File: config.mk
export PLATFORM = sky130hd
export DESIGN_NAME = button_debounce_presence_detect_unit
export DESIGN_NICKNAME = d
export VERILOG_FILES = /design/src/rtl/bdpd_pkg.sv /design/src/rtl/button_debounce_presence_detect_unit.sv /design/src/rtl/bdpd_debounce.sv /design/src/rtl/bdpd_presence.sv
export SDC_FILE = /design/constraint.sdc
export NUM_CORES = 1
export LEC_CHECK = 0
export ABC_AREA = 1
export BUFFER_PORTS_ARGS = -buffer_cell sky130_fd_sc_hd__buf_4
export CAP_MARGIN = 20
export CELL_PAD_IN_SITES_DETAIL_PLACEMENT = 0
export CELL_PAD_IN_SITES_GLOBAL_PLACEMENT = 1
export CORE_MARGIN = 5
export CORE_UTILIZATION = 35
export CTS_CLUSTER_SIZE = 40
export DETAILED_ROUTE_END_ITERATION = 8
export HOLD_SLACK_MARGIN = 0.06
export PLACE_DENSITY_LB_ADDON = 0.1
export SLEW_MARGIN = 20
export SYNTH_ARGS = -nofsm -noshare
export SYNTH_HDL_FRONTEND = slang
export SYNTH_SLANG_ARGS = --single-unit
File: constraint.sdc
create_clock -name aclk -period 4.2 [get_ports aclk]
set_input_delay 0 -clock aclk [delete_from_list [all_inputs] [get_ports aclk]]
set_output_delay 0 -clock aclk [all_outputs]
set_load 0.02 [all_outputs]
File: src/rtl/bdpd_pkg.sv
// Shared types and constants for the button debounce and presence detect unit.
// Used by every module of the block; no dependencies of its own.
package bdpd_pkg;

    // Field widths
    localparam int NOW_BITS      = 32;
    localparam int CFG_DATA_BITS = 16;
    localparam int CFG_IDX_BITS  = 2;
    localparam int BTN_COUNT     = 3;

    // Configuration register indexes
    localparam logic [CFG_IDX_BITS-1:0] CFG_BUTTON_HOLD = 2'd0;
    localparam logic [CFG_IDX_BITS-1:0] CFG_CLEAR       = 2'd1;
    localparam logic [CFG_IDX_BITS-1:0] CFG_DETECT_HOLD = 2'd2;

    // Configuration reset values
    localparam logic [CFG_DATA_BITS-1:0] BUTTON_HOLD_RESET = 16'd15;
    localparam logic [CFG_DATA_BITS-1:0] CLEAR_RESET       = 16'd50;
    localparam logic [CFG_DATA_BITS-1:0] DETECT_HOLD_RESET = 16'd30;

    // One poll transaction
    typedef struct packed {
        logic                start_level;
        logic                stop_level;
        logic                clear_btn_level;
        logic                object_present;
        logic                run_mode;
        logic [NOW_BITS-1:0] now_tick;
    } poll_t;

    // One result transaction
    typedef struct packed {
        logic start_press;
        logic ev_stop;
        logic ev_clear_btn;
        logic area_empty;
        logic ev_object;
        logic armed_now;
    } result_t;

    // Per-poll control from the pipeline to the state holders
    typedef struct packed {
        logic advance;  // poll moves from input register to result register
        logic first;    // first poll after reset: load previous levels
    } poll_ctl_t;

endpackage

File: src/rtl/button_debounce_presence_detect_unit.sv
// Top level: input register, three button debouncers, presence logic, result register.
// Depends on bdpd_pkg, bdpd_debounce and bdpd_presence.
//
//   Channel | Ports                                    | Direction
//   --------+------------------------------------------+----------
//   poll    | s_valid, s_ready, s_poll                 | in
//   result  | m_valid, m_ready, m_result               | out
//   config  | cfg_valid, cfg_ready, cfg_index, cfg_data | in
//
// Each poll is captured in the input register and moves into the result register
// when that register is empty or being read; one poll per cycle is sustained
// while m_ready stays high.
// Reset (aresetn low, synchronous) clears the pipeline and loads the default
// config values; config writes are always accepted.
// A stalled result holds the pipeline; s_ready stays high while the input
// register is empty or can move forward.
module button_debounce_presence_detect_unit #(
    parameter int TICK_BITS = 32
) (
    input  logic                                aclk,
    input  logic                                aresetn,
    input  logic                                s_valid,
    output logic                                s_ready,
    input  bdpd_pkg::poll_t                     s_poll,
    output logic                                m_valid,
    input  logic                                m_ready,
    output bdpd_pkg::result_t                   m_result,
    input  logic                                cfg_valid,
    output logic                                cfg_ready,
    input  logic [bdpd_pkg::CFG_IDX_BITS-1:0]   cfg_index,
    input  logic [bdpd_pkg::CFG_DATA_BITS-1:0]  cfg_data
);

    logic [bdpd_pkg::CFG_DATA_BITS-1:0] button_hold_reg;
    logic [bdpd_pkg::CFG_DATA_BITS-1:0] clear_reg;
    logic [bdpd_pkg::CFG_DATA_BITS-1:0] detect_hold_reg;

    logic                in_valid_reg;
    bdpd_pkg::poll_t     in_reg;
    logic                out_valid_reg;
    bdpd_pkg::result_t   result_reg, result_next;
    logic                primed_reg;
    logic                advance;
    bdpd_pkg::poll_ctl_t ctl;

    logic [TICK_BITS-1:0]           now;
    logic [bdpd_pkg::BTN_COUNT-1:0] levels;
    logic [bdpd_pkg::BTN_COUNT-1:0] presses;
    logic                           area_empty;
    logic                           ev_object;
    logic                           armed_now;

    // Pipeline handshake
    assign advance   = in_valid_reg && (!out_valid_reg || m_ready);
    assign s_ready   = !in_valid_reg || advance;
    assign m_valid   = out_valid_reg;
    assign m_result  = result_reg;
    assign cfg_ready = 1'b1;

    assign ctl = '{advance: advance, first: !primed_reg};

    // Fit the tick count to the counter width
    generate
        if (TICK_BITS <= bdpd_pkg::NOW_BITS) begin : g_now_trunc
            assign now = in_reg.now_tick[TICK_BITS-1:0];
        end else begin : g_now_ext
            assign now = {{(TICK_BITS - bdpd_pkg::NOW_BITS){1'b0}}, in_reg.now_tick};
        end
    endgenerate

    assign levels = {in_reg.clear_btn_level, in_reg.stop_level, in_reg.start_level};

    // Debounce each button
    generate
        for (genvar b = 0; b < bdpd_pkg::BTN_COUNT; b++) begin : g_btn
            bdpd_debounce #(
                .TICK_BITS (TICK_BITS)
            ) u_debounce (
                .aclk       (aclk),
                .aresetn    (aresetn),
                .ctl        (ctl),
                .level      (levels[b]),
                .now        (now),
                .hold_ticks (button_hold_reg),
                .press      (presses[b])
            );
        end
    endgenerate

    bdpd_presence #(
        .TICK_BITS (TICK_BITS)
    ) u_presence (
        .aclk              (aclk),
        .aresetn           (aresetn),
        .ctl               (ctl),
        .present           (in_reg.object_present),
        .run               (in_reg.run_mode),
        .now               (now),
        .clear_ticks       (clear_reg),
        .detect_hold_ticks (detect_hold_reg),
        .area_empty        (area_empty),
        .ev_object         (ev_object),
        .armed_now         (armed_now)
    );

    // Assemble the result
    always_comb begin
        result_next.start_press  = presses[0];
        result_next.ev_stop      = presses[1];
        result_next.ev_clear_btn = presses[2];
        result_next.area_empty   = area_empty;
        result_next.ev_object    = ev_object;
        result_next.armed_now    = armed_now;
    end

    // Pipeline control state
    always_ff @(posedge aclk) begin
        if (!aresetn) begin
            in_valid_reg  <= 1'b0;
            out_valid_reg <= 1'b0;
            primed_reg    <= 1'b0;
        end else begin
            if (s_valid && s_ready) begin
                in_valid_reg <= 1'b1;
            end else if (advance) begin
                in_valid_reg <= 1'b0;
            end
            if (advance) begin
                out_valid_reg <= 1'b1;
                primed_reg    <= 1'b1;
            end else if (m_ready) begin
                out_valid_reg <= 1'b0;
            end
        end
    end

    // Payload registers
    always_ff @(posedge aclk) begin
        if (s_valid && s_ready) begin
            in_reg <= s_poll;
        end
        if (advance) begin
            result_reg <= result_next;
        end
    end

    // Configuration registers; unknown indexes are dropped
    always_ff @(posedge aclk) begin
        if (!aresetn) begin
            button_hold_reg <= bdpd_pkg::BUTTON_HOLD_RESET;
            clear_reg       <= bdpd_pkg::CLEAR_RESET;
            detect_hold_reg <= bdpd_pkg::DETECT_HOLD_RESET;
        end else if (cfg_valid && cfg_ready) begin
            unique case (cfg_index)
                bdpd_pkg::CFG_BUTTON_HOLD: button_hold_reg <= cfg_data;
                bdpd_pkg::CFG_CLEAR:       clear_reg       <= cfg_data;
                bdpd_pkg::CFG_DETECT_HOLD: detect_hold_reg <= cfg_data;
                default: ;
            endcase
        end
    end

endmodule

File: src/rtl/bdpd_debounce.sv
// Debounce state and decision logic for one push button.
// Depends on bdpd_pkg for the poll control struct and config width.
module bdpd_debounce #(
    parameter int TICK_BITS = 32
) (
    input  logic                               aclk,
    input  logic                               aresetn,
    input  bdpd_pkg::poll_ctl_t                ctl,
    input  logic                               level,
    input  logic [TICK_BITS-1:0]               now,
    input  logic [bdpd_pkg::CFG_DATA_BITS-1:0] hold_ticks,
    output logic                               press
);

    logic                 stable_reg, stable_next;
    logic                 pending_reg, pending_next;
    logic [TICK_BITS-1:0] start_reg, start_next;
    logic                 stable_eff;
    logic [TICK_BITS-1:0] elapsed;

    assign stable_eff = ctl.first ? level : stable_reg;
    assign elapsed    = now - start_reg;

    // Decide the pending interval and the new stable level
    always_comb begin
        stable_next  = stable_eff;
        pending_next = pending_reg;
        start_next   = start_reg;
        press        = 1'b0;
        if (level == stable_eff) begin
            pending_next = 1'b0;
        end else if (!pending_reg) begin
            pending_next = 1'b1;
            start_next   = now;
        end else if (elapsed >= TICK_BITS'(hold_ticks)) begin
            stable_next  = level;
            pending_next = 1'b0;
            press        = !level;
        end
    end

    // Hold state between polls
    always_ff @(posedge aclk) begin
        if (!aresetn) begin
            stable_reg  <= 1'b1;
            pending_reg <= 1'b0;
        end else if (ctl.advance) begin
            stable_reg  <= stable_next;
            pending_reg <= pending_next;
        end
    end

    // Start time carries no reset; read only while pending
    always_ff @(posedge aclk) begin
        if (ctl.advance) begin
            start_reg <= start_next;
        end
    end

endmodule

File: src/rtl/bdpd_presence.sv
// Area-clear timing, detection arming and object event logic.
// Depends on bdpd_pkg for the poll control struct and config width.
module bdpd_presence #(
    parameter int TICK_BITS = 32
) (
    input  logic                               aclk,
    input  logic                               aresetn,
    input  bdpd_pkg::poll_ctl_t                ctl,
    input  logic                               present,
    input  logic                               run,
    input  logic [TICK_BITS-1:0]               now,
    input  logic [bdpd_pkg::CFG_DATA_BITS-1:0] clear_ticks,
    input  logic [bdpd_pkg::CFG_DATA_BITS-1:0] detect_hold_ticks,
    output logic                               area_empty,
    output logic                               ev_object,
    output logic                               armed_now
);

    logic                 prev_reg;
    logic                 clear_pend_reg, clear_pend_next;
    logic [TICK_BITS-1:0] clear_start_reg, clear_start_next;
    logic                 hold_pend_reg, hold_pend_next;
    logic [TICK_BITS-1:0] hold_start_reg, hold_start_next;
    logic                 armed_reg, armed_next;
    logic                 prev_eff;
    logic [TICK_BITS-1:0] clear_elapsed;
    logic [TICK_BITS-1:0] hold_elapsed;

    assign prev_eff      = ctl.first ? present : prev_reg;
    assign clear_elapsed = now - clear_start_reg;
    assign hold_elapsed  = now - hold_start_reg;

    // Area clear interval, then object detection on the updated arming
    always_comb begin
        clear_pend_next  = clear_pend_reg;
        clear_start_next = clear_start_reg;
        hold_pend_next   = hold_pend_reg;
        hold_start_next  = hold_start_reg;
        armed_next       = armed_reg;
        area_empty       = 1'b0;
        ev_object        = 1'b0;

        if (!present) begin
            if (!clear_pend_reg) begin
                clear_pend_next  = 1'b1;
                clear_start_next = now;
            end else if (clear_elapsed >= TICK_BITS'(clear_ticks)) begin
                area_empty      = 1'b1;
                clear_pend_next = 1'b0;
                if (run) begin
                    armed_next = 1'b1;
                end
            end
        end else begin
            clear_pend_next = 1'b0;
        end

        if (present && run && armed_next) begin
            if (!prev_eff) begin
                ev_object      = 1'b1;
                armed_next     = 1'b0;
                hold_pend_next = 1'b0;
            end else if (!hold_pend_reg) begin
                hold_pend_next  = 1'b1;
                hold_start_next = now;
            end else if (hold_elapsed >= TICK_BITS'(detect_hold_ticks)) begin
                ev_object      = 1'b1;
                armed_next     = 1'b0;
                hold_pend_next = 1'b0;
            end
        end else begin
            hold_pend_next = 1'b0;
        end
    end

    assign armed_now = armed_next;

    // Hold flags between polls
    always_ff @(posedge aclk) begin
        if (!aresetn) begin
            prev_reg       <= 1'b0;
            clear_pend_reg <= 1'b0;
            hold_pend_reg  <= 1'b0;
            armed_reg      <= 1'b1;
        end else if (ctl.advance) begin
            prev_reg       <= present;
            clear_pend_reg <= clear_pend_next;
            hold_pend_reg  <= hold_pend_next;
            armed_reg      <= armed_next;
        end
    end

    // Start times carry no reset; read only while their flag is set
    always_ff @(posedge aclk) begin
        if (ctl.advance) begin
            clear_start_reg <= clear_start_next;
            hold_start_reg  <= hold_start_next;
        end
    end

endmodule
**After elaboration in Yosys (flattened, before gate mapping)**

Cells that the tools add are included.

- $add $sub $neg: 5
- Order comparisons: 5
- Equality and inequality tests: 5
- Muxes and demuxes: 45
- Bitwise gates (word level): 12
- Reductions and logical operators: 26

Operators by type and width:

| kind | count |
|---|---|
| $ge A32 B16 Y1 | 5 |
| $sub A32 B32 Y32 | 5 |
| $mux W1 | 45 |
| $not A1 Y1 | 12 |
| $reduce_and A3 Y1 | 4 |
| $reduce_or A3 Y1 | 3 |
| $reduce_and A2 Y1 | 3 |
| $logic_not A1 Y1 | 5 |
| $logic_and A1 B1 Y1 | 4 |
| $reduce_and A4 Y1 | 1 |
| $reduce_bool A2 Y1 | 2 |
| $eq A1 B1 Y1 | 3 |
| $eq A2 B1 Y1 const B | 1 |
| $eq A2 B2 Y1 const B | 1 |
| $logic_not A2 Y1 | 1 |
| $logic_or A1 B1 Y1 | 2 |
| $reduce_or A2 Y1 | 1 |

- Register bits after elaboration: 264
- Bits of input ports: 60
- Output and inout bits: 9
- Logic and storage cells: 131

**Longest topological paths before layout**

- Depth in word-level cells: 9
- Depth in mapped cells: 29

**By module**

A second synthesis with hierarchy kept.

- Cell total of the unflattened synthesis: 3797
- Area total of the unflattened synthesis: 24536.0 um^2

Modules (own cells, without submodules):

| module | instances | cells each | area an instance (um^2) | sequential area each (um^2) |
|---|---|---|---|---|
| bdpd_debounce at g_btn[1].u_debounce ... | 2 | 704 | 4284.1 | 1001.0 |
| bdpd_presence | 1 | 1340 | 8262.9 | 2001.9 |
| bdpd_debounce at g_btn[0].u_debounce | 1 | 696 | 4244.1 | 1001.0 |
| button_debounce_presence_detect_unit | 1 | 353 | 3460.8 | 2312.2 |

**Worst setup path after synthesis**

OpenSTA, ideal clock, no wires.

- Path type: register to register
- Start: reg out_valid_reg, in the netlist m_valid
- End: reg u_presence.hold_start_reg[0] (enable)
- Setup time: 0.461 ns
- Arrival: 3.104 ns
- Setup slack: 0.635 ns
- Cell stages (with the launch flop): 5
- Period minus slack after synthesis: 3.565 ns
- Cell sequence: dfxtp_1 nand2_1 nand2_1 clkbuf_1 nor3_1

- Word-level cells in the longest chain between the ends: 4

Ends and longest elaborated chain:

| element | line | RTL |
|---|---|---|
| start, declared | button_debounce_presence_detect_unit.sv:40 | `logic out_valid_reg;` |
| start signal, assigned | button_debounce_presence_detect_unit.sv:120 | `out_valid_reg <= 1'b0;` |
| start signal, assigned | button_debounce_presence_detect_unit.sv:129 | `out_valid_reg <= 1'b1;` |
| start signal, assigned | button_debounce_presence_detect_unit.sv:132 | `out_valid_reg <= 1'b0;` |
| $logic_not A1 Y1 | button_debounce_presence_detect_unit.sv:54 | `assign advance = in_valid_reg && (!out_valid_reg \|\| m_ready);` |
| $logic_or A1 B1 Y1 | button_debounce_presence_detect_unit.sv:54 |  |
| $logic_and A1 B1 Y1 | button_debounce_presence_detect_unit.sv:54 |  |
| $reduce_and A4 Y1 (no source line) | n/a |  |
| end signal, assigned | bdpd_presence.sv:97 | `hold_start_reg <= hold_start_next;` |
| end, declared | bdpd_presence.sv:23 | `logic [TICK_BITS-1:0] hold_start_reg, hold_start_next;` |

Every way passes these cells.
A chain may end at the register's enable or synchronous reset.

**Worst setup path after layout**

- Start: reg in_reg (netlist bit now[14])
- End: reg result_reg (netlist bit m_result[0]) (data pin)

- Word-level cells in the longest chain between the ends: 9
- Elaborated cells between the ends (all ways): 12
- Classes of those cells: add/sub: 2; order compare: 2; mux: 7; reduce/logical: 1

Ends and longest elaborated chain:

| element | line | RTL |
|---|---|---|
| start, declared | button_debounce_presence_detect_unit.sv:39 | `bdpd_pkg::poll_t in_reg;` |
| start signal, assigned | button_debounce_presence_detect_unit.sv:140 | `in_reg <= s_poll;` |
| $sub A32 B32 Y32 | bdpd_presence.sv:30 | `assign clear_elapsed = now - clear_start_reg;` |
| $ge A32 B16 Y1 | bdpd_presence.sv:47 | `end else if (clear_elapsed >= TICK_BITS'(clear_ticks)) begin` |
| $mux W1 | bdpd_presence.sv:47 |  |
| $mux W1 | bdpd_presence.sv:44 | `if (!clear_pend_reg) begin` |
| $mux W1 | bdpd_presence.sv:43 | `if (!present) begin` |
| $mux W1 | bdpd_presence.sv:66 | `end else if (hold_elapsed >= TICK_BITS'(detect_hold_ticks)) begin` |
| $mux W1 | bdpd_presence.sv:63 | `end else if (!hold_pend_reg) begin` |
| $mux W1 | bdpd_presence.sv:59 | `if (!prev_eff) begin` |
| $mux W1 * | bdpd_presence.sv:58 | `if (present && run && armed_next) begin` |
| net armed_now | button_debounce_presence_detect_unit.sv:51 | `logic armed_now;` |
| end signal, assigned | button_debounce_presence_detect_unit.sv:143 | `result_reg <= result_next;` |
| end, declared | button_debounce_presence_detect_unit.sv:41 | `bdpd_pkg::result_t result_reg, result_next;` |

The timed path passes the listed nets; every way through them passes the cells marked *.

==> results.ini <==
[routing]
drt_wl_total_mm=82.4
ant_nets=0
drc=0
via_count=21073
vias_per_cell=4.76
dr.pass1.iters=5
post_drt_wl_per_cell_um=18.6
drtIter0Drc=1432

[placed_design]
dp.cells=4277
dpl_cell_area_mm2=0.0244
dp_hpwl_mm=68.0
gp_congestion=0.928
port_buffers=67

[cells_and_area]
diodes=0
largest_reg_flops=96
fin_util_pct=41.1
drive_gt1_share_pct=8.10
layout-area-overhead-vs-synth_pct=17.2
fin_cells=4425
stdcell_area_mm2=0.0264
final_nets=3843

[grt]
antenna_found_initial=3
gr-max-usage-layer=met2
grt_first_pass_wirelength_mm=123
grt_pass1_vias=20533
use_met1_pct=32.4
grt_max_degree=54
grtUsageTotal_pct=23.2
groute.layer.met2.usage_pct=37.4
grt_use_met3_pct=3.43
grt_overflow=0

[synthesis]
yosys_warnings=0
synth_nets=3617
synth_seq_cells=264
synthesis.area_mm2=0.0225
syn-instance-count=3317
synth-main-ff-cell=edfxtp_1
synth_edf_count=203
async_flop_share_pct=0
yosysSeqAreaShare_pct=32.5
yosysUniqueCellTypes=45
syn_avg_cell_area_um2=6.79

[clocking]
clock-sinks=264
clock_latency_ps=550
clk_pin_slew_worst_paths_ps=60
cts_made_buffers=35
tritoncts=yes
cts_root_buf=clkbuf_16
htreeDepth=2
clk_path_buf_depth=3

[power_and_ir_drop]
power.density_mw_per_mm2=297
power_w=0.00785
peakVddDrop_mv=0.214
leakage_nw=13.6

[die]
dieArea_mm2=0.0695
initial_core_util_pct=35.1
core_area_mm2=0.0641
die_w_um=264
ioPinCount=69
rows=93
die_h_um=264

[timing]
hold_viol=0
fin_crit_sh_pct=91.6
clock_skew_ps=29.5
relSlewSlack_pct=32.1
drv_slew=0
worst_pin_slew_ps=1020
setup_violations=0
rsz0062_at_grt=false
tns_ps=0
max_clock_freq_ghz=0.260
period_minus_slack_ps=3850

[setup_path]
rrSetupSlack_ps=350
arrival_ps=4150
r2r_cells=23
timing_worst_setup_path_type=flip-flop to flip-flop
r2r_start=now[14]$_DFFE_PP_
critPathRequiredTime_ps=4500
startpoint=now[14]$_DFFE_PP_
r2r_end=m_result[0]$_DFFE_PP_
end_kind=flip-flop
cp-start-kind=flip-flop
cp_max_fo=8

[min_path]
hp-class=input port to flip-flop
hold_start=s_poll[29]
hold_depth=2
min_to=now[29]$_DFFE_PP_

[status]
status=complete, no violations

[flow_run]
drv_cap=0

per-layer routing:
metal	share of wire (%)	vias up
met5	0.050	-
met4	3.0	6
met3	4.6	88
met2	44	365
met1	48	9735
li1	-	10879
final cells by class:
type | count | area [µm²]
flip-flops and latches | 264 | 7320
inverters | 713 | 2680
clock buffers | 45 | 945
fillers | 6842 | 37700
well taps | 855 | 1070
repair buffers | 206 | 1720
clock inverters | 19 | 170
multi-input cells | 2323 | 12500
how the worst max path moves through the flow:
stage	end	slack [ps]	depth (start not counted)
CTS	m_result[0]$_DFFE_PP_	50	24
finish	m_result[0]$_DFFE_PP_	350	23
global route	g_btn[1].u_debounce.stable_reg$_SDFFE_PN1P_	10	21
global placement	m_result[0]$_DFFE_PP_	90	23
detailed placement	m_result[0]$_DFFE_PP_	60	24
floorplan	u_presence.hold_start_reg[0]$_DFFE_PP_	630	4
stage by stage:
step                      hold WS [ps]  worst slack, ps
after floorplan                   98.9              635
after global placement             178             92.0
after detailed placement           179             59.4
after CTS                          133             52.1
after global routing               153             11.5
final                              166              352
cell usage in the layout (no fill, tap or decap), types with 12 or more instances in the layout:
cell type / n
nor2_2: 18
nand2_1: 1086
dlygate4sd3_1: 68
nand4_1: 35
dfxtp_1: 61
edfxtp_1: 203
a21oi_1: 188
ha_1: 235
o211ai_1: 12
inv_1: 700
nand3_1: 134
nor3_1: 51
nand2_2: 35
xor2_1: 70
o21ai_0: 84
nand3b_1: 12
buf_4: 138
nor2_1: 264
clkbuf_16: 36
Yosys cell counts, drive strengths merged, types with 15 or more instances:
master,number,area [µm²]
xor2,70,613
ha,235,2940
edfxtp,203,6100
o21ai,87,439
nand3,141,741
nand2,1122,4300
nor2,284,1110
dfxtp,61,1220
inv,711,2670
clkbuf,15,56.3
a21oi,189,950
nand4,35,219
nor3,63,357
repair_timing:
action | CTS | global route
gates resized for setup | 0 | 8
hold buffers | 68 | 0
endpoints found under the setup margin | 0 | 8
endpoints found under the hold margin | 92 | 0
buffers inserted | 0 | 16
worst max-delay path, cell delays in order, from the launching register on:
cell and delay, ps:
edfxtp_1 440, buf_4 230, ha_1 410, nand2_1 150, nor2_2 190, and2_1 150, nand2_1 60, nand2_2 130
xor2_1 250, ha_1 320, nand2_1 90, nor2_1 60, a211oi_2 210, nand2_1 90, nor2_1 90, nand2_1 50
nor2_1 110, nand2_1 50, nor2_1 160, nand2_1 100, nand3_1 80, nand2_1 50, nand2_1 70, nand2_2 60
cell families (layout without fill, tap and decap cells):
group                    count (synthesis)  in the layout  synth area share, %
buffers and inverters                  730            983                 12.2
other                                    1              1               0.0167
XOR/XNOR                                80             80                 3.11
flip-flops                             264            264                 32.5
adder cells (fa/ha/maj)                240            240                 13.5
AO/OA/AOI/OAI                          321            321                 7.64
AND/OR/NAND/NOR                       1681           1681                 31.0
power breakdown:
part           switching, W  total [W]  internal, W  leakage [nW]
sequential        0.0000707    0.00297      0.00290          2.37
clock               0.00126    0.00294      0.00168         0.535
combinational       0.00125    0.00194     0.000688          10.7
Power figures use the tool's default switching activity.
